### src/assert_macros.svh
// assertion macros shared by the rtl files
// clocked on clk; SSCD_ASSERT is disabled while arst_n is low, SSCD_ASSERT_ALWAYS is not
`ifndef ASSERT_MACROS_SVH
`define ASSERT_MACROS_SVH

`ifndef NO_ASSERTIONS
`define SSCD_ASSERT(label, prop, msg) \
	label: assert property (@(posedge clk) disable iff (!arst_n) (prop)) else $error(msg);
`define SSCD_ASSERT_ALWAYS(label, prop, msg) \
	label: assert property (@(posedge clk) (prop)) else $error(msg);
`else
`define SSCD_ASSERT(label, prop, msg)
`define SSCD_ASSERT_ALWAYS(label, prop, msg)
`endif

`endif

### src/sscd_pkg.sv
package sscd_pkg;

	localparam int unsigned COUNT_W  = 7;
	localparam int unsigned MS_W     = 16;
	localparam int unsigned CFG_IDX_W = 8;
	localparam int unsigned SEG_W    = 7;

	localparam logic [COUNT_W-1:0] COUNT_MAX   = 7'd99;
	localparam logic [COUNT_W-1:0] COUNT_RESET = 7'd20;
	localparam logic [MS_W-1:0]    MS_MAX      = 16'hFFFF;

	localparam logic [MS_W-1:0] SECOND_PERIOD_RESET = 16'd1000;
	localparam logic [MS_W-1:0] IDLE_TIMEOUT_RESET  = 16'd250;

	// register indexes of the configuration port
	localparam logic [CFG_IDX_W-1:0] REG_SECOND_PERIOD = 8'd0;
	localparam logic [CFG_IDX_W-1:0] REG_IDLE_TIMEOUT  = 8'd1;

	// item kinds
	localparam logic ACT_BYTE = 1'b0;
	localparam logic ACT_TICK = 1'b1;

	// character codes
	localparam logic [7:0] CH_LF    = 8'd10;
	localparam logic [7:0] CH_CR    = 8'd13;
	localparam logic [7:0] CH_ZERO  = 8'd48;
	localparam logic [7:0] CH_NINE  = 8'd57;

	typedef struct packed {
		logic       action;
		logic [7:0] rx_byte;
	} item_t;

	typedef struct packed {
		logic [SEG_W-1:0]   left_segments;
		logic [SEG_W-1:0]   right_segments;
		logic [COUNT_W-1:0] count_now;
		logic               display_updated;
	} result_t;

	typedef struct packed {
		logic [MS_W-1:0] second_period_ms;
		logic [MS_W-1:0] idle_timeout_ms;
	} cfg_regs_t;

endpackage

### src/sscd_ifs.sv
interface sscd_item_if;
	import sscd_pkg::*;
	logic       valid;
	logic       ready;
	logic       action;
	logic [7:0] rx_byte;
	modport source (output valid, output action, output rx_byte, input ready);
	modport sink   (input valid, input action, input rx_byte, output ready);
endinterface

interface sscd_result_if;
	import sscd_pkg::*;
	logic               valid;
	logic               ready;
	logic [SEG_W-1:0]   left_segments;
	logic [SEG_W-1:0]   right_segments;
	logic [COUNT_W-1:0] count_now;
	logic               display_updated;
	modport source (output valid, output left_segments, output right_segments,
		output count_now, output display_updated, input ready);
	modport sink   (input valid, input left_segments, input right_segments,
		input count_now, input display_updated, output ready);
endinterface

interface sscd_cfg_if;
	import sscd_pkg::*;
	logic                 valid;
	logic                 ready;
	logic [CFG_IDX_W-1:0] index;
	logic [MS_W-1:0]      data;
	modport source (output valid, output index, output data, input ready);
	modport sink   (input valid, input index, input data, output ready);
endinterface

### src/serial_set_countdown_seven_segment.sv
// channel | dir | payload                                            | accepted
// cmd     | in  | action, rx_byte                                    | valid && ready
// disp    | out | left_segments, right_segments, count_now,          | valid && ready
//         |     | display_updated                                    |
// cfg     | in  | index, data (write only, always ready)             | valid && ready
//
// one item per cycle sustained while disp.ready keeps up; an item is taken into the input register,
// then its result shows when the result register loads from it; the state update is a single pass
// reset: count 20, phases and pending value 0, period 1000, idle timeout 250
// a stalled result holds in its register while one more item waits in the input
// register; cmd.ready drops only when both are full and disp.ready is low
`include "assert_macros.svh"

module serial_set_countdown_seven_segment (
	input  logic          clk,
	input  logic          arst_n,
	sscd_item_if.sink     cmd,
	sscd_result_if.source disp,
	sscd_cfg_if.sink      cfg
);
	import sscd_pkg::*;

	// configuration registers
	cfg_regs_t regs_q;

	// input register
	item_t item_s1;
	logic  valid_s1;

	// result register
	result_t res_q;
	logic    out_valid_q;

	logic               advance;
	logic               take;
	logic               core_en;
	logic [COUNT_W-1:0] count_next;
	logic               updated_next;
	logic [SEG_W-1:0]   left_next;
	logic [SEG_W-1:0]   right_next;

	// result register frees when empty or taken this cycle
	assign advance   = !out_valid_q || disp.ready;
	assign cmd.ready = !valid_s1 || advance;
	assign take      = cmd.valid && cmd.ready;
	assign core_en   = valid_s1 && advance;
	assign cfg.ready = 1'b1;

	always_ff @(posedge clk or negedge arst_n) begin
		if (!arst_n) begin
			regs_q.second_period_ms <= SECOND_PERIOD_RESET;
			regs_q.idle_timeout_ms  <= IDLE_TIMEOUT_RESET;
		end else if (cfg.valid) begin
			case (cfg.index)
				REG_SECOND_PERIOD: regs_q.second_period_ms <= cfg.data;
				REG_IDLE_TIMEOUT:  regs_q.idle_timeout_ms  <= cfg.data;
				default: ;  // unknown index dropped
			endcase
		end
	end

	// input stage
	always_ff @(posedge clk or negedge arst_n) begin
		if (!arst_n) begin
			valid_s1 <= 1'b0;
		end else if (take) begin
			valid_s1 <= 1'b1;
		end else if (advance) begin
			valid_s1 <= 1'b0;
		end
	end

	always_ff @(posedge clk) begin
		if (take) begin
			item_s1.action  <= cmd.action;
			item_s1.rx_byte <= cmd.rx_byte;
		end
	end

	// timer state and per-item update
	sscd_core u_core (
		.clk          (clk),
		.arst_n       (arst_n),
		.en           (core_en),
		.item         (item_s1),
		.regs         (regs_q),
		.count_next   (count_next),
		.updated_next (updated_next)
	);

	// digit patterns of the new count
	sscd_seg u_seg (
		.count          (count_next),
		.left_segments  (left_next),
		.right_segments (right_next)
	);

	// result stage
	always_ff @(posedge clk or negedge arst_n) begin
		if (!arst_n) begin
			out_valid_q <= 1'b0;
		end else if (advance) begin
			out_valid_q <= valid_s1;
		end
	end

	always_ff @(posedge clk) begin
		if (core_en) begin
			res_q.left_segments   <= left_next;
			res_q.right_segments  <= right_next;
			res_q.count_now       <= count_next;
			res_q.display_updated <= updated_next;
		end
	end

	assign disp.valid           = out_valid_q;
	assign disp.left_segments   = res_q.left_segments;
	assign disp.right_segments  = res_q.right_segments;
	assign disp.count_now       = res_q.count_now;
	assign disp.display_updated = res_q.display_updated;

	`SSCD_ASSERT(a_ready_only_full, !cmd.ready |-> (valid_s1 && out_valid_q && !disp.ready), "input stalled without full pipe")
	`SSCD_ASSERT(a_s1_held, (valid_s1 && !advance) |=> valid_s1, "waiting item dropped")
	`SSCD_ASSERT(a_result_follows, core_en |=> out_valid_q, "processed item gave no result")

endmodule

### src/sscd_seg.sv
module sscd_seg (
	input  logic [sscd_pkg::COUNT_W-1:0] count,
	output logic [sscd_pkg::SEG_W-1:0]   left_segments,
	output logic [sscd_pkg::SEG_W-1:0]   right_segments
);
	import sscd_pkg::*;

	localparam logic [SEG_W-1:0] SEG_TABLE [10] = '{
		7'h3F, 7'h06, 7'h5B, 7'h4F, 7'h66, 7'h6D, 7'h7D, 7'h07, 7'h7F, 7'h6F
	};

	logic [COUNT_W-1:0] clamped;
	logic [14:0]        scaled;
	logic [3:0]         tens;
	logic [COUNT_W-1:0] tens_x10;
	logic [3:0]         ones;

	// tens digit by reciprocal multiply, exact for 0..99
	always_comb begin
		clamped  = (count > COUNT_MAX) ? COUNT_MAX : count;
		scaled   = 15'(clamped) * 15'd205;
		tens     = scaled[14:11];
		tens_x10 = COUNT_W'({tens, 3'b000}) + COUNT_W'({tens, 1'b0});
		ones     = 4'(clamped - tens_x10);
		left_segments  = SEG_TABLE[tens];
		right_segments = SEG_TABLE[ones];
	end

endmodule

### src/sscd_core.sv
`include "assert_macros.svh"

module sscd_core (
	input  logic                         clk,
	input  logic                         arst_n,
	input  logic                         en,
	input  sscd_pkg::item_t              item,
	input  sscd_pkg::cfg_regs_t          regs,
	output logic [sscd_pkg::COUNT_W-1:0] count_next,
	output logic                         updated_next
);
	import sscd_pkg::*;

	logic [COUNT_W-1:0] count_q, count_n;
	logic [MS_W-1:0]    phase_q, phase_n;
	logic [MS_W-1:0]    idle_q, idle_n;
	logic [COUNT_W-1:0] pend_q, pend_n;

	logic               commit;
	logic               upd;
	logic [9:0]         digit_val;
	logic [COUNT_W:0]   sum;
	logic [MS_W-1:0]    phase_inc;

	always_comb begin
		idle_n    = idle_q;
		pend_n    = pend_q;
		count_n   = count_q;
		phase_n   = phase_q;
		commit    = 1'b0;
		upd       = 1'b0;
		digit_val = {pend_q, 3'b000} + {2'b00, pend_q, 1'b0} + {6'd0, item.rx_byte[3:0]};
		sum       = {1'b0, count_q} + {1'b0, pend_q};
		phase_inc = (phase_q == MS_MAX) ? phase_q : phase_q + 1'b1;

		if (item.action == ACT_BYTE) begin
			idle_n = '0;
			if (item.rx_byte == CH_LF || item.rx_byte == CH_CR) begin
				commit = 1'b1;
			end else if (item.rx_byte >= CH_ZERO && item.rx_byte <= CH_NINE) begin
				pend_n = (digit_val > 10'(COUNT_MAX)) ? COUNT_MAX : digit_val[COUNT_W-1:0];
			end
		end else begin
			idle_n = (idle_q == MS_MAX) ? idle_q : idle_q + 1'b1;
			commit = idle_n > regs.idle_timeout_ms;
		end

		// commit adds the pending value, saturating
		if (commit) begin
			pend_n = '0;
			if (pend_q != '0) begin
				count_n = (sum > {1'b0, COUNT_MAX}) ? COUNT_MAX : sum[COUNT_W-1:0];
				upd     = 1'b1;
			end
		end

		// second phase, held at the period while the count sits at zero
		if (item.action == ACT_TICK) begin
			phase_n = phase_inc;
			if (count_n != '0) begin
				if (phase_inc >= regs.second_period_ms) begin
					phase_n = phase_inc - regs.second_period_ms;
					count_n = count_n - 1'b1;
					upd     = 1'b1;
				end
			end else if (phase_inc > regs.second_period_ms) begin
				phase_n = regs.second_period_ms;
			end
		end
	end

	always_ff @(posedge clk or negedge arst_n) begin
		if (!arst_n) begin
			count_q <= COUNT_RESET;
			phase_q <= '0;
			idle_q  <= '0;
			pend_q  <= '0;
		end else if (en) begin
			count_q <= count_n;
			phase_q <= phase_n;
			idle_q  <= idle_n;
			pend_q  <= pend_n;
		end
	end

	assign count_next   = count_n;
	assign updated_next = upd;

	`SSCD_ASSERT(a_count_range, count_q <= COUNT_MAX, "count above 99")
	`SSCD_ASSERT(a_pend_range, pend_q <= COUNT_MAX, "pending value above 99")
	`SSCD_ASSERT(a_state_hold, !en |=> ($stable(count_q) && $stable(pend_q)), "state moved without item")

endmodule
### src/flat_wrapper.sv
// flat-port wrapper written by rule: the top's interface ports become plain ports
module serial_set_countdown_seven_segment_flat import sscd_pkg::*;
  (clk, arst_n, cmd_valid, cmd_action, cmd_rx_byte, cmd_ready, disp_valid, disp_left_segments, disp_right_segments, disp_count_now, disp_display_updated, disp_ready, cfg_valid, cfg_index, cfg_data, cfg_ready);
  sscd_item_if cmd_i ();
  sscd_result_if disp_i ();
  sscd_cfg_if cfg_i ();
  input  logic clk;
  input  logic arst_n;
  input wire logic [$bits(cmd_i.valid)-1:0] cmd_valid;
  input wire logic [$bits(cmd_i.action)-1:0] cmd_action;
  input wire logic [$bits(cmd_i.rx_byte)-1:0] cmd_rx_byte;
  output wire logic [$bits(cmd_i.ready)-1:0] cmd_ready;
  output wire logic [$bits(disp_i.valid)-1:0] disp_valid;
  output wire logic [$bits(disp_i.left_segments)-1:0] disp_left_segments;
  output wire logic [$bits(disp_i.right_segments)-1:0] disp_right_segments;
  output wire logic [$bits(disp_i.count_now)-1:0] disp_count_now;
  output wire logic [$bits(disp_i.display_updated)-1:0] disp_display_updated;
  input wire logic [$bits(disp_i.ready)-1:0] disp_ready;
  input wire logic [$bits(cfg_i.valid)-1:0] cfg_valid;
  input wire logic [$bits(cfg_i.index)-1:0] cfg_index;
  input wire logic [$bits(cfg_i.data)-1:0] cfg_data;
  output wire logic [$bits(cfg_i.ready)-1:0] cfg_ready;
  assign cmd_i.valid = cmd_valid;
  assign cmd_i.action = cmd_action;
  assign cmd_i.rx_byte = cmd_rx_byte;
  assign cmd_ready = cmd_i.ready;
  assign disp_valid = disp_i.valid;
  assign disp_left_segments = disp_i.left_segments;
  assign disp_right_segments = disp_i.right_segments;
  assign disp_count_now = disp_i.count_now;
  assign disp_display_updated = disp_i.display_updated;
  assign disp_i.ready = disp_ready;
  assign cfg_i.valid = cfg_valid;
  assign cfg_i.index = cfg_index;
  assign cfg_i.data = cfg_data;
  assign cfg_ready = cfg_i.ready;
  serial_set_countdown_seven_segment u_core (.clk(clk), .arst_n(arst_n), .cmd(cmd_i), .disp(disp_i), .cfg(cfg_i));
endmodule
### config.mk
export PLATFORM = sky130hd
export DESIGN_NAME = serial_set_countdown_seven_segment_flat
export DESIGN_NICKNAME = d
export VERILOG_FILES = /design/src/sscd_pkg.sv /design/src/sscd_ifs.sv /design/src/serial_set_countdown_seven_segment.sv /design/src/sscd_seg.sv /design/src/sscd_core.sv /design/src/flat_wrapper.sv
export VERILOG_INCLUDE_DIRS = /design/src /design/src/src
export SDC_FILE = /design/constraint.sdc
export NUM_CORES = 1
export LEC_CHECK = 0
export ABC_AREA = 1
export BUFFER_PORTS_ARGS = -buffer_cell sky130_fd_sc_hd__buf_2
export CORE_MARGIN = 5
export CORE_UTILIZATION = 35
export DETAILED_ROUTE_END_ITERATION = 8
export PLACE_DENSITY_LB_ADDON = 0.15
export SYNTH_ARGS = -nofsm -noshare
export SYNTH_HDL_FRONTEND = slang
export SYNTH_HIERARCHICAL = 1
export SYNTH_SLANG_ARGS = --single-unit
### constraint.sdc
create_clock -name clk -period 8.7 [get_ports clk]
set_input_delay 0.435 -clock clk [delete_from_list [all_inputs] [get_ports clk]]
set_output_delay 0.435 -clock clk [all_outputs]
set_load 0.01 [all_outputs]
* After elaboration in Yosys (flattened, before gate mapping) *
Memories as Yosys holds them, arrays and structs flattened. A register that Yosys moved wholly into a read port is not among the register bits.
Index checks and enable logic that the tools add are counted.

storage, ports and cells
  output and inout bits = 25
  logic and storage cells = 85
  bits in read-only memories = 224
  flip-flop bits (word level) = 97
  memories kept = 2
  input bits = 38

memory list
  name              words  width  rd ports  clocked after Yosys merged registers in  wr ports  RTL line        text
  (name not given)  16     7      1         1                                        0         sscd_seg.sv:26  right_segments = SEG_TABLE[ones];
  (name not given)  16     7      1         1                                        0         sscd_seg.sv:25  left_segments = SEG_TABLE[tens];

operators by class
  multipliers = 1
  magnitude comparators = 8
  bitwise gates (word level) = 2
  $add $sub $neg = 9
  reduce and logical (&&, ||, !) cells = 17
  multiplexer cells = 27
  eq/ne operators = 7

operators by type and width
  operator                 number
  $mux W16                 6
  $mux W7                  12
  $add A16 B1 Y16 const B  2
  $eq A16 B16 Y1 const B   2
  $gt A16 B16 Y1           2
  $eq A8 B4 Y1 const B     2
  $ge A16 B16 Y1           1
  $sub A16 B16 Y16         1
  $mul A7 B8 Y15 const B   1
  $reduce_bool A7 Y1       2
  $add A10 B4 Y10          1
  $add A10 B8 Y10          1
  $gt A10 B7 Y1 const B    1
  $not A4 Y5               2
  $mux W1                  9
  $add A7 B7 Y8            1
  $eq A8 B1 Y1 const B     1
  $ge A8 B6 Y1 const B     1
  $gt A8 B7 Y1 const B     1
  $le A8 B6 Y1 const B     1
  $logic_not A8 Y1         1
  $gt A7 B7 Y1 const B     1
  $sub A7 B1 Y7 const B    1
  $reduce_and A2 Y1        3
  8 further kinds          15

* Logic depth before layout (Yosys ltp) *
Gate-level depths: netlist of run 1.

  depth after elaboration = 15
  depth in mapped cells = 65
  gate-level depth less buffers = 65

* Hierarchy *
Netlist of run 1, hierarchy kept.

by module, submodules not included
  module                              seq. area each (um^2)  cells an instance  area each (um^2)  instances
  sscd_core                           1153.6                 850                5531.6            1
  serial_set_countdown_seven_segment  1796.7                 200                2383.5            1
  sscd_seg                            0.0                    194                1421.4            1

* Worst setup path after synthesis of run 1 *
Ideal clock, no wire load.

  path kind = register to register
  start point = register u_core.u_core.idle_q[4]
  end point = register u_core/disp.right_segments[0] (netlist name)
  required time = 8.563 ns
  stages on the path, launching flop included = 58
  library setup time = 0.137 ns
  data arrival time = 7.700 ns
  setup slack = 0.863 ns
  period minus slack after synthesis = 7.837 ns
  buffers on the path = 0
  path through = dfrtp_1 -> inv_1 -> nor3_1 -> inv_1 -> nor3_1 -> nand2_1 -> nor2_1 -> inv_1 -> nor2_4 -> nor2_1 -> nand2_1 -> xor2_1 -> inv_1 -> ha_1 -> nand2_1 -> nor2_1 -> nand2_1 -> nand2_1 -> [22 not listed] -> ha_1 -> fa_1 -> ha_1 -> a21oi_2 -> nor2_1 -> nor2_1 -> nand2_1 -> nand2_2 -> nand3b_1 -> nand2_1 -> inv_1 -> ha_1 -> inv_1 -> or2_2 -> nand2_1 -> inv_1 -> or2_2 -> nand4_1

between the ends
  longest elaborated chain between the ends = 15
  elaborated cells on any way between the ends = 17
  classes of those cells = add/sub: 4; mul: 1; order compare: 2; eq/ne: 1; mux: 7; bitwise: 1; reduce/logical: 1

RTL lines
  item                                                      RTL line                                  text
  from (decl)                                               sscd_core.sv:16                           logic [MS_W-1:0] idle_q, idle_n;
  from (signal assigned)                                    sscd_core.sv:81                           idle_q <= idle_n;
  $add A16 B1 Y16 / $eq A16 B16 Y1 (equally long branches)  sscd_core.sv:44                           idle_n = (idle_q == MS_MAX) ? idle_q : idle_q + 1'b1;
  $mux W16 *                                                sscd_core.sv:44
  $gt A16 B16 Y1 *                                          sscd_core.sv:45                           commit = idle_n > regs.idle_timeout_ms;
  $mux W1 *                                                 sscd_core.sv:36                           if (item.action == ACT_BYTE) begin
  $mux W7 *                                                 sscd_core.sv:49                           if (commit) begin
  $sub A7 B1 Y7                                             sscd_core.sv:63                           count_n = count_n - 1'b1;
  $mux W7                                                   sscd_core.sv:61                           if (phase_inc >= regs.second_period_ms) begin
  $mux W7                                                   sscd_core.sv:60                           if (count_n != '0) begin
  $mux W7 *                                                 sscd_core.sv:58                           if (item.action == ACT_TICK) begin
  via u_core.count_next[5]                                  serial_set_countdown_seven_segment.sv:37  logic [COUNT_W-1:0] count_next;
  $gt A7 B7 Y1                                              sscd_seg.sv:20                            clamped = (count > COUNT_MAX) ? COUNT_MAX : count;
  $mux W7 *                                                 sscd_seg.sv:20
  $mul A7 B8 Y15                                            sscd_seg.sv:21                            scaled = 15'(clamped) * 15'd205;
  $add A4 B4 Y4                                             sscd_seg.sv:23                            tens_x10 = COUNT_W'({tens, 3'b000}) + COUNT_W'({tens, 1'b0});
  $sub A4 B4 Y4 *                                           sscd_seg.sv:24                            ones = 4'(clamped - tens_x10);
  $not A4 Y5 (implied by the code) *                        sscd_seg.sv:26

Mark *: on every way through the listed nets, which the timed path passes. The rest lies on a longest branch.
A chain may end at the register's enable or synchronous reset.

* Worst setup path after layout of run 1 *
  start point = register u_core.u_core.idle_q[4]
  end point = register u_core/disp.right_segments[0] (netlist name)

between the ends
  longest elaborated chain between the ends = 15
  elaborated cells on any way between the ends = 17
  classes of those cells = add/sub: 4; mul: 1; order compare: 2; eq/ne: 1; mux: 7; bitwise: 1; reduce/logical: 1

RTL lines
  item                                                      RTL line
  $add A16 B1 Y16 / $eq A16 B16 Y1 (equally long branches)  sscd_core.sv:44
  $mux W16 *                                                sscd_core.sv:44
  $gt A16 B16 Y1 *                                          sscd_core.sv:45
  $mux W1 *                                                 sscd_core.sv:36
  $mux W7 *                                                 sscd_core.sv:49
  $sub A7 B1 Y7                                             sscd_core.sv:63
  $mux W7                                                   sscd_core.sv:61
  $mux W7                                                   sscd_core.sv:60
  $mux W7 *                                                 sscd_core.sv:58
  via u_core.count_next[3]                                  serial_set_countdown_seven_segment.sv:37
  $gt A7 B7 Y1                                              sscd_seg.sv:20
  $mux W7 *                                                 sscd_seg.sv:20
  $mul A7 B8 Y15                                            sscd_seg.sv:21
  $add A4 B4 Y4                                             sscd_seg.sv:23
  $sub A4 B4 Y4 *                                           sscd_seg.sv:24
  $not A4 Y5 (implied by the code) *                        sscd_seg.sv:26

Marks and branches as above.

==> impl_results.md, run 1 <==
* Status: complete, no violations
* Normalized max-slew margin at 27.8%
* Routability congestion estimate at 0.830
* Crit Path Class: reg -> reg
* Antenna violations before repair at 0
* CTS sink cnt at 111
* Chip height at 173 um
* Most used DFF post-synth: dfrtp_1
* Vias/cell at 4.69
* Place WS at -13.7 ps
* Nets@finish at 1473
* Final Non-Filler Cells at roughly 1700
* Synthesized area at 9340 sq um
* Post-synthesis cell type count at 51
* Syn nets at about 1400
* Avg Cell Area, Syn at 7.51 sq um
* Inst Count DP at 1627
* Starting Density at between 30% and 40%
* CP Max Fanout at 8
* Final setup TNS at 0 ps
* Async SR Flop Fraction at 72.1%
* Gate Count Post-Synth at 1244
* Commonest non-fill, non-tap cell in the layout: nand2_1
* Max_cap viols at 0
* Synth Warn # at 6
* Fraction of the mapped netlist area in simple logic gates at 30.3%
* Detailed Route Iter0 Violations at 438
* Setup Viol. Count Final at 0
* Synth-to-Final Area Change at 14.7%
* Clock buffer count from CTS at 9
* R2R Path Start: u_core/u_core/idle_q[4]
* CTS clock-pin slew for the worst setup and hold paths at 90 ps
* Gr usage total at between 10% and 20%
* Worst endpoint required time at 8930 ps
* Routed vias at 7807
* CP Capture Type: flop
* Post-synthesis mux area share at 0.107%
* EDFF count, synth at 31
* Worst-case clock buffer depth at 2
* Final Critical Period at 8150 ps
* N_diodes at 0
* Vias in the first global route at 7611
* First-pass GRT wire length at 37.3 mm
* RR Endpoint: u_core/disp.right_segments[0]
* CTS root buf: clkbuf_16
* Slew Limit Fails at 0
* Total number of H-tree levels at 3
* Sequential area share after synthesis at 31.6%
* Final Hold Fails at 0
* CTS tree: yes
* Routed wire length at 22.5 mm
* Core area at about 26000 sq um
* Worst Hold Class: in -> async
* I/O Pins at 63
* DRT Pass-1 Iters at 5
* Synth Area in Adders at 15.8%
* Worst slew pin tran at 1080 ps
* Utilization after layout at 41.0%
* Gr ovfl total at 0
* WL/cell at 13.5 um
* Critical Path AT at roughly 8400 ps
* Pin count of the biggest net entering global routing at 81
* Synth Area in Compound Gates at 8.70%
* Clock Skews at 13.7 ps
* DP HPWL at roughly 18 mm
* Die Wd at 173 um
* Worst Reg-to-Reg Cells at 55
* Layout cell share with drive strength beyond 1 at 17.9%
* Synthesized flop and latch total at 111
* Cell mode on critical path: inv_1
* Startpoint class of the critical path: flop
* Die area at 30000 sq um
* Most frequent cells in the layout: nand2_1 (375), inv_1 (189), ha_1 (94), nand3_1 (70), dfrtp_1 (66)
* Achievable Freq at between 100 and 150 MHz
* CP max-delay cell: fa_1
* Final WS setup at 554 ps
* Synth Area in XOR/XNOR at approximately 3.6%
* Largest family of logic cells by synthesized area: simple AND/OR/NAND/NOR gates
* FP Rows at 59
* CP peak stage delay at 420 ps
* Port Buf Inserts at 61
* Post-route ant nets at 0
* Clock latency on the worst-skew pair at 360 ps
* R2R Setup Slk at 550 ps
* Final Cycle Share at 93.6%
* # DRC at 0
## per-stage QoR
| stage | instance area (sq um) | hold WS [ps] |
|---|---|---|
| after floorplan | 9340 | 139 |
| after global placement | 10000 | 453 |
| after detailed placement | 10000 | 457 |
| after CTS | 10400 | 232 |
| after global routing | 10700 | 227 |
| final | 10700 | 250 |
## worst max path at each step
stage	startpoint	to	cells past startpoint
finish	u_core/u_core/idle_q[4]	u_core/disp.right_segments[0]	55
global route	u_core/u_core/idle_q[4]	u_core/disp.right_segments[0]	55
CTS	u_core/u_core/idle_q[4]	u_core/disp.right_segments[0]	57
detailed placement	u_core/u_core/idle_q[4]	u_core/disp.right_segments[0]	55
global placement	u_core/u_core/idle_q[4]	u_core/disp.right_segments[4]	57
floorplan	u_core/u_core/idle_q[4]	u_core/disp.right_segments[0]	57
## kinds of logic (layout without fill, tap and decap cells)
kind of cell,after synthesis,after routing
AOI/OAI and AO/OA,143,143
xor gates and xnor gates,38,38
adders and majority gates,111,111
buffers and inverters,226,311
DFF,111,111
muxes,1,1
other,1,1
and+or+nand+nor,613,613
## critical path: cells and delay by family, from the launching register on
family                   cells  cell delay [ps]
AO/OA/AOI/OAI                2              300
XOR/XNOR                     1              180
adder cells (fa/ha/maj)      8             2460
buffers and inverters       11              740
flip-flops                   1              350
AND/OR/NAND/NOR             33             3950
## cell usage after synthesis, types with 6 or more instances
master      n  area (sq um)
o22ai_1     7          43.8
edfxtp_1   31           931
o21ai_0    56           280
nand3_1    70           350
nand2_4     8          90.1
nand2_2    11          68.8
dfrtp_1    66          1650
o21ai_1    12          60.1
xor2_1     25           219
dfstp_2    14           368
fa_1       12           240
xnor2_1    12           105
nand3_2    11           110
nor2_4      7          78.8
o31ai_1     6          45.0
nand2_1   385          1450
nand4_1    16           100
clkbuf_1    7          26.3
a21oi_1    41           205
inv_1     194           728
nor2_1     60           225
nor2_2      9          56.3
inv_2       8          30.0
nand3b_1    8          60.1
nor3_1      8          40.0
ha_1       99          1240
## final cells by class
class / count / area [sq um]
fillers: 2779 / 15400
multi-input cells: 907 / 5710
flip-flops and latches: 111 / 2950
inverters: 202 / 758
repair buffers: 93 / 552
well taps: 335 / 419
clock buffers: 9 / 225
clock inverters: 7 / 100
## timing repair
item                       CTS  global route
hold buffers                 0             0
pin swaps                    1            22
gates resized for setup      3            50
setup endpoints to repair    5            12
buffers inserted             2            19
## per-layer routing
metal	track usage, %	vias up	part of all wire (%)
met4	3.26	0	1.1
li1	-	4124	-
met1	20.7	3571	51
met3	2.29	18	2.5
met2	24.3	94	46
met5	0	-	0
## sequential cells by signal (all words and copies together) (netlist names), 9 cells and up
name	count
u_core/regs_q	32
u_core/item_s1	9
u_core/u_core/phase_q	16
u_core/u_core/idle_q	16
Power of run 1 is not shown: default switching activity piles up to over one toggle a cycle in this logic, so the estimate is an artifact.
==> run 2, diff against run 1 <==
--- a/config.mk
+++ b/config.mk
@@ -6,7 +6,6 @@
 export SDC_FILE = /design/constraint.sdc
 export NUM_CORES = 1
 export LEC_CHECK = 0
-export ABC_AREA = 1
 export BUFFER_PORTS_ARGS = -buffer_cell sky130_fd_sc_hd__buf_2
 export CORE_MARGIN = 5
 export CORE_UTILIZATION = 35
==> impl_results.md, run 2 <==
* CTS tree: yes
* Synthesized area at 9190 sq um (-1.5%)
* Max FFs per register at 32 (unchanged)
* CTS root buf: clkbuf_16
* Avg Cell Area, Syn at 9.52 sq um (+27%)
* RSZ-0062 raised after global routing: yes
* Gr ovfl total at 0 (unchanged)
* Routability congestion estimate at 0.881 (+6.2%)
* Pin count of the biggest net entering global routing at 46 (-43%)
* Routed vias at 7991 (+2.4%)
* Worst Setup SP: u_core/u_core/idle_q[3]
* Status: complete, but fails checks
* Multi-input logic area at 6280 sq um (+10%)
* CP max-delay cell: or4_4
* N_diodes at 0 (unchanged)
* Final Critical Period at 9050 ps (+904 ps)
* Post-route ant nets at 0 (unchanged)
* First-pass GRT wire length at 41.0 mm (+10%)
* Sequential standard cell area at 2950 sq um (unchanged)
* Nets@finish at 1349 (-8.4%)
* Normalized max-slew margin at 34.4% (+6.6 points)
* Commonest cells in the synthesized netlist: ha_1 (99), inv_1 (82), nand2_1 (72)
* Most frequent cells in the layout: buf_4 (189), ha_1 (84), inv_1 (76), nand2_1 (69), dfrtp_1 (66)
* Critical Path AT at 9160 ps (+780 ps)
* Worst endpoint required time at 8810 ps (-120 ps)
* Total number of H-tree levels at 3 (unchanged)
* Worst slew pin tran at 979 ps (-103 ps)
* Final setup TNS at -1380 ps (-1380 ps)
* Starting Density at 35.4% (-0.35 points)
* WL/cell at 16.5 um (+22%)
* Delay-heaviest family, CP: simple AND/OR/NAND/NOR gates
* # DRC at 0 (unchanged)
* Achievable Freq at 110 MHz (-10%)
* Syn nets at 1115 (-20%)
* CP peak stage delay at 480 ps (+60 ps)
* Utilization after layout at 46.3% (+5.4 points)
* Synthesized flop and latch total at 111 (unchanged)
* Clock buffer count from CTS at 9 (unchanged)
* Worst Hold Class: in -> async
* DP HPWL at 19.4 mm (+9.2%)
* Buf+Inv Stages, Crit Path at 5 (-6)
* Layout cell share with drive strength beyond 1 at 34.8% (+17 points)
* Port Buf Inserts at 61 (unchanged)
* CP Capture Type: flop
* R2R Path Start: u_core/u_core/idle_q[3]
* Routed wire length at 25.4 mm (+13%)
* FP Rows at 59 (unchanged)
* Setup Viol. Count Final at 7 (+7)
* Die area at 29600 sq um (-1.4%)
* Die Wd at 172 um (-0.73%)
* Top reg by flops: u_core/regs_q
* Slew Limit Fails at 0 (unchanged)
* Synth top area share at 18.0% (+0.28 points)
* Biggest regs: u_core/regs_q: 32 flops, u_core/u_core/idle_q: 16 flops, u_core/u_core/phase_q: 16 flops
* Most common cell in the netlist: ha_1
* I/O Pins at 63 (unchanged)
* DRT Pass-1 Iters at 5 (unchanged)
* Fin area at 12000 sq um (+12%)
* CTS clock-pin slew for the worst setup and hold paths at 80 ps (about the same)
* Gr usage total at 17.1% (+2.3 points)
* Synth-to-Final Area Change at 31.0%
* Most used DFF post-synth: dfrtp_1
* Final Hold Fails at 0 (unchanged)
* Final WS setup at -350 ps (-904 ps)
* Post-synthesis cell type count at 90 (+76%)
* Core area at 26000 sq um (-0.57%)
* Sequential area share after synthesis at 32.1% (+0.49 points)
* Top cell type by total area after synthesis: dfrtp_1
* Chip height at 172 um (-0.73%)
* Clock Skews at 8.20 ps (-5.51 ps)
* EDFF count, synth at 31 (unchanged)
* CTS sink cnt at 111 (unchanged)
* Vias/cell at 5.19 (+11%)
* Worst-case clock buffer depth at 2 (unchanged)
* Final Cycle Share at 104% (+10 points)
* Commonest non-fill, non-tap cell in the layout: buf_4
* Detailed Route Iter0 Violations at 395 (-9.8%)
* Crit Path Class: reg -> reg
* Max_cap viols at 0 (unchanged)
* Async SR Flop Fraction at 72.1% (unchanged)
* Post-DP Area at 11200 sq um (+12%)
* Synth top area cells: dfrtp_1 (18%), ha_1 (13%), edfxtp_1 (10%)
* Final-layout fill cell count at 2514 (-9.5%)
* Clock latency on the worst-skew pair at 360 ps (about the same)
* Antenna violations before repair at 0 (unchanged)
* Startpoint class of the critical path: flop
* CP Max Fanout at 4 (-4)
* Vias in the first global route at 7968 (+4.7%)
* Synth Warn # at 6 (unchanged)
* Gate Count Post-Synth at 966 (-22%)
* Cell mode on critical path: ha_4
* Violated checks: negative setup slack
## run 2: cell types whose count changed after synthesis, moves of 13 or more
cell	change
nor4_1	+14
nor3_1	+20
inv_1	-112
xnor2_1	+26
o21ai_0	-20
mux2_2	+29
nand3_1	-35
nand2_1	-313
nand2b_1	+15
clkbuf_1	+13
## run 2: final timing paths
kind	endpoint	slack (ps)	cells past startpoint
max	u_core/disp.right_segments[4]	-350	42
min	u_core/u_core/phase_q[5]	30	1
max reg2reg	u_core/disp.right_segments[4]	-350	42
min reg2reg	u_core/disp.valid	490	1
max in group asynchronous	u_core/u_core/count_q[4]	7690	2
min in group clk	u_core/item_s1[0]	240	1
## run 2: layout make-up
type                       instances  area share, %
timing repair buffer             253           14.6
tap                              335           3.48
clock inverter                     7          0.686
inverter                          83           2.63
clock buffer                       9           1.87
multi-input combinational        742           52.2
sequential                       111           24.5
## run 2: worst register-to-register path: cells and delay by family, from the launching register on
| kind | cells | cell delay [ps] |
|---|---|---|
| AO/OA/AOI/OAI | 9 | 1480 |
| XOR/XNOR | 3 | 740 |
| adder cells (fa/ha/maj) | 8 | 2130 |
| buffers and inverters | 5 | 410 |
| flip-flops | 1 | 350 |
| multiplexers | 1 | 330 |
| AND/OR/NAND/NOR | 16 | 3360 |
## run 2: metal layers
metal	track usage (%)	wire length, um	vias up
met5	0	0	-
li1	-	-	4004
met4	3.45	288	0
met2	28.3	11800	183
met1	24.2	12200	3779
met3	2.22	1000	25
## run 2: kinds of logic (layout without fill, tap and decap cells)
logic type / Yosys count / in the layout / share of synthesized area (%)
AND/OR/NAND/NOR: 310 / 310 / 17.8
AO/OA/AOI/OAI: 213 / 213 / 16.6
buffers and inverters: 113 / 352 / 5.19
adder cells (fa/ha/maj): 111 / 111 / 16.1
flip-flops: 111 / 111 / 32.1
XOR/XNOR: 55 / 55 / 5.59
multiplexers: 52 / 52 / 6.63
other: 1 / 1 / 0.0408
## run 2: repair_timing
| item | in CTS | in global routing |
|---|---|---|
| gates cloned | 0 | 0 |
| gates resized for setup | 26 | 47 |
| buffers inserted | 10 | 11 |
| endpoints found under the setup margin | 7 | 14 |
| hold buffers | 0 | 0 |
| pin swaps | 3 | 25 |
## run 2: metrics by stage
step           setup WS [ps]  cells  hold slack (ps)
2_1_floorplan           -580    966              139
3_3_place_gp            -346   1505              449
3_5_place_dp            -503   1505              441
4_1_cts                 -317   1531             37.2
5_1_grt                 -816   1540             58.3
6_report                -350   1540             30.3
Power of run 2 is left out for the same reason.
==> run 3, diff against run 2 <==
--- a/config.mk
+++ b/config.mk
@@ -7,6 +7,7 @@
 export NUM_CORES = 1
 export LEC_CHECK = 0
 export BUFFER_PORTS_ARGS = -buffer_cell sky130_fd_sc_hd__buf_2
+export CORE_ASPECT_RATIO = 1.5
 export CORE_MARGIN = 5
 export CORE_UTILIZATION = 35
 export DETAILED_ROUTE_END_ITERATION = 8
==> impl_results.md, run 3 (synthesis gave the netlist of run 2 again) <==
* Total number of H-tree levels at 3 (unchanged)
* Final WS setup at -252 ps (+97.5 ps)
* Detailed Route Iter0 Violations at 355 (-10%)
* Antenna violations before repair at 0 (unchanged)
* Routed vias at 8106 (+1.4%)
* Gr ovfl total at 0 (unchanged)
* Crit Path Class: reg -> reg
* Pin count of the biggest net entering global routing at 66 (+43%)
* Die Wd at 142 um (-17%)
* Starting Density at 35.6% (+0.18 points)
* Worst slew pin tran at 957 ps (-22.4 ps)
* Worst Hold Class: in -> reg
* Worst-case clock buffer depth at 2 (unchanged)
* N_diodes at 0 (unchanged)
* Max_cap viols at 0 (unchanged)
* Most frequent cells in the layout: buf_4 (196), ha_1 (87), inv_1 (76), nand2_1 (69), dfrtp_1 (66)
* CTS tree: yes
* Clock Skews at 12.3 ps (+4.09 ps)
* # DRC at 0 (unchanged)
* Normalized max-slew margin at 36.0% (+1.5 points)
* Layout cell share with drive strength beyond 1 at 34.7% (-0.036 points)
* Clock buffer count from CTS at 9 (unchanged)
* DP HPWL at 20.8 mm (+7.1%)
* Routed wire length at 26.4 mm (+4.2%)
* Die area at 29700 sq um (+0.22%)
* Critical Path AT at 9070 ps (-90 ps)
* Final Cycle Share at 103% (-1.1 points)
* Final Critical Period at 8950 ps (-97.5 ps)
* First-pass GRT wire length at 43.0 mm (+4.9%)
* Core area at 25900 sq um (-0.50%)
* Cell mode on critical path: ha_4
* Slew Limit Fails at 0 (unchanged)
* Inst Count DP at 1512 (+0.47%)
* Commonest non-fill, non-tap cell in the layout: buf_4
* Achievable Freq at 112 MHz (+1.1%)
* Worst endpoint required time at 8820 ps (about the same)
* FP Rows at 72 (+22%)
* Worst Setup SP: u_core/u_core/idle_q[5]
* Setup Viol. Count Final at 7 (unchanged)
* CP peak stage delay at 490 ps (about the same)
* Port Buf Inserts at 61 (unchanged)
* Startpoint class of the critical path: flop
* I/O Pins at 63 (unchanged)
* R2R Path Start: u_core/u_core/idle_q[5]
* WL/cell at 17.1 um (+3.9%)
* RSZ-0062 raised after global routing: yes
* Top reg by flops: u_core/regs_q
* CP Capture Type: flop
* Status: complete, but fails checks
* Vias/cell at 5.25 (+1.1%)
* Vias in the first global route at 8402 (+5.4%)
* Final Non-Filler Cells at 1545 (+0.32%)
* Max FFs per register at 32 (unchanged)
* Violated checks: negative setup slack
* Chip height at 208 um (+21%)
* Hold Path Origin: cmd_rx_byte[3]
* Final Hold Fails at 0 (unchanged)
* Synth-to-Final Area Change at 31.4%
* CTS clock-pin slew for the worst setup and hold paths at 80 ps (about the same)
* Post-route ant nets at 0 (unchanged)
* Gr usage total at 18.0% (+0.89 points)
* Routability congestion estimate at 0.884 (+0.28%)
* DRT Pass-1 Iters at 5 (unchanged)
* Nets@finish at 1356 (+0.52%)
* CTS sink cnt at 111 (unchanged)
* CP max-delay cell: or4_4
* Clock latency on the worst-skew pair at 370 ps (about the same)
* CP Max Fanout at 5 (+1)
* Biggest regs: u_core/regs_q: 32 flops, u_core/u_core/idle_q: 16 flops, u_core/u_core/phase_q: 16 flops
* CTS root buf: clkbuf_16
[run 3: final cells by class]
cell class	count	area, sq um
Multi-Input combinational cell	742	6270
Tap cell	333	417
Clock inverter	7	85.1
Clock buffer	9	225
Inverter	83	312
Sequential cell	111	2950
Timing Repair Buffer	260	1820
Fill cell	2512	13800
[run 3: final timing paths]
path	endpoint	slack, ps	cells after the start
min in group asynchronous	u_core/u_core/phase_q[9]	460	2
max in group asynchronous	u_core/u_core/idle_q[14]	7100	3
hold reg to reg	u_core/disp.valid	490	1
hold / removal	u_core/item_s1[3]	240	1
setup / recovery	u_core/disp.right_segments[4]	-250	42
setup reg to reg	u_core/disp.right_segments[4]	-250	42
[run 3: layer usage]
metal	vias up	GRT usage (%)	routed length [um]
met5	-	0	0
met4	0	5.97	661
met3	35	2.00	586
met2	118	33.8	14500
met1	3935	20.9	10700
li1	4018	-	-
[run 3: stage by stage]
step	instance area [sq um]	TNS, ps	setup WS [ps]	utilization (%)	hold slack, ps
floorplan	9350	-2510	-580	-	139
global placement	11300	-1980	-373	43.5	331
detailed placement	11300	-3650	-616	43.5	329
CTS	11800	-1940	-358	45.5	224
global route	12100	-3590	-633	46.7	222
finish	12100	-914	-252	46.7	242
[run 3: repair_timing]
item	4_1_cts	5_1_grt
setup endpoints to repair	7	14
pin swaps	5	14
hold endpoints to repair	12	0
hold buffers	1	0
buffers inserted	10	7
gates resized for setup	19	47
[run 3: worst max-delay path, delay by kind of cell, from the launching register on]
| kind | cells | cell delay (ps) |
|---|---|---|
| and+or+nand+nor | 18 | 3720 |
| buffers and inverters | 5 | 350 |
| DFF | 1 | 360 |
| xor gates and xnor gates | 4 | 810 |
| adders and majority gates | 8 | 2120 |
| muxes | 1 | 300 |
| AOI/OAI and AO/OA | 6 | 1010 |
Power of run 3 is left out for the same reason.
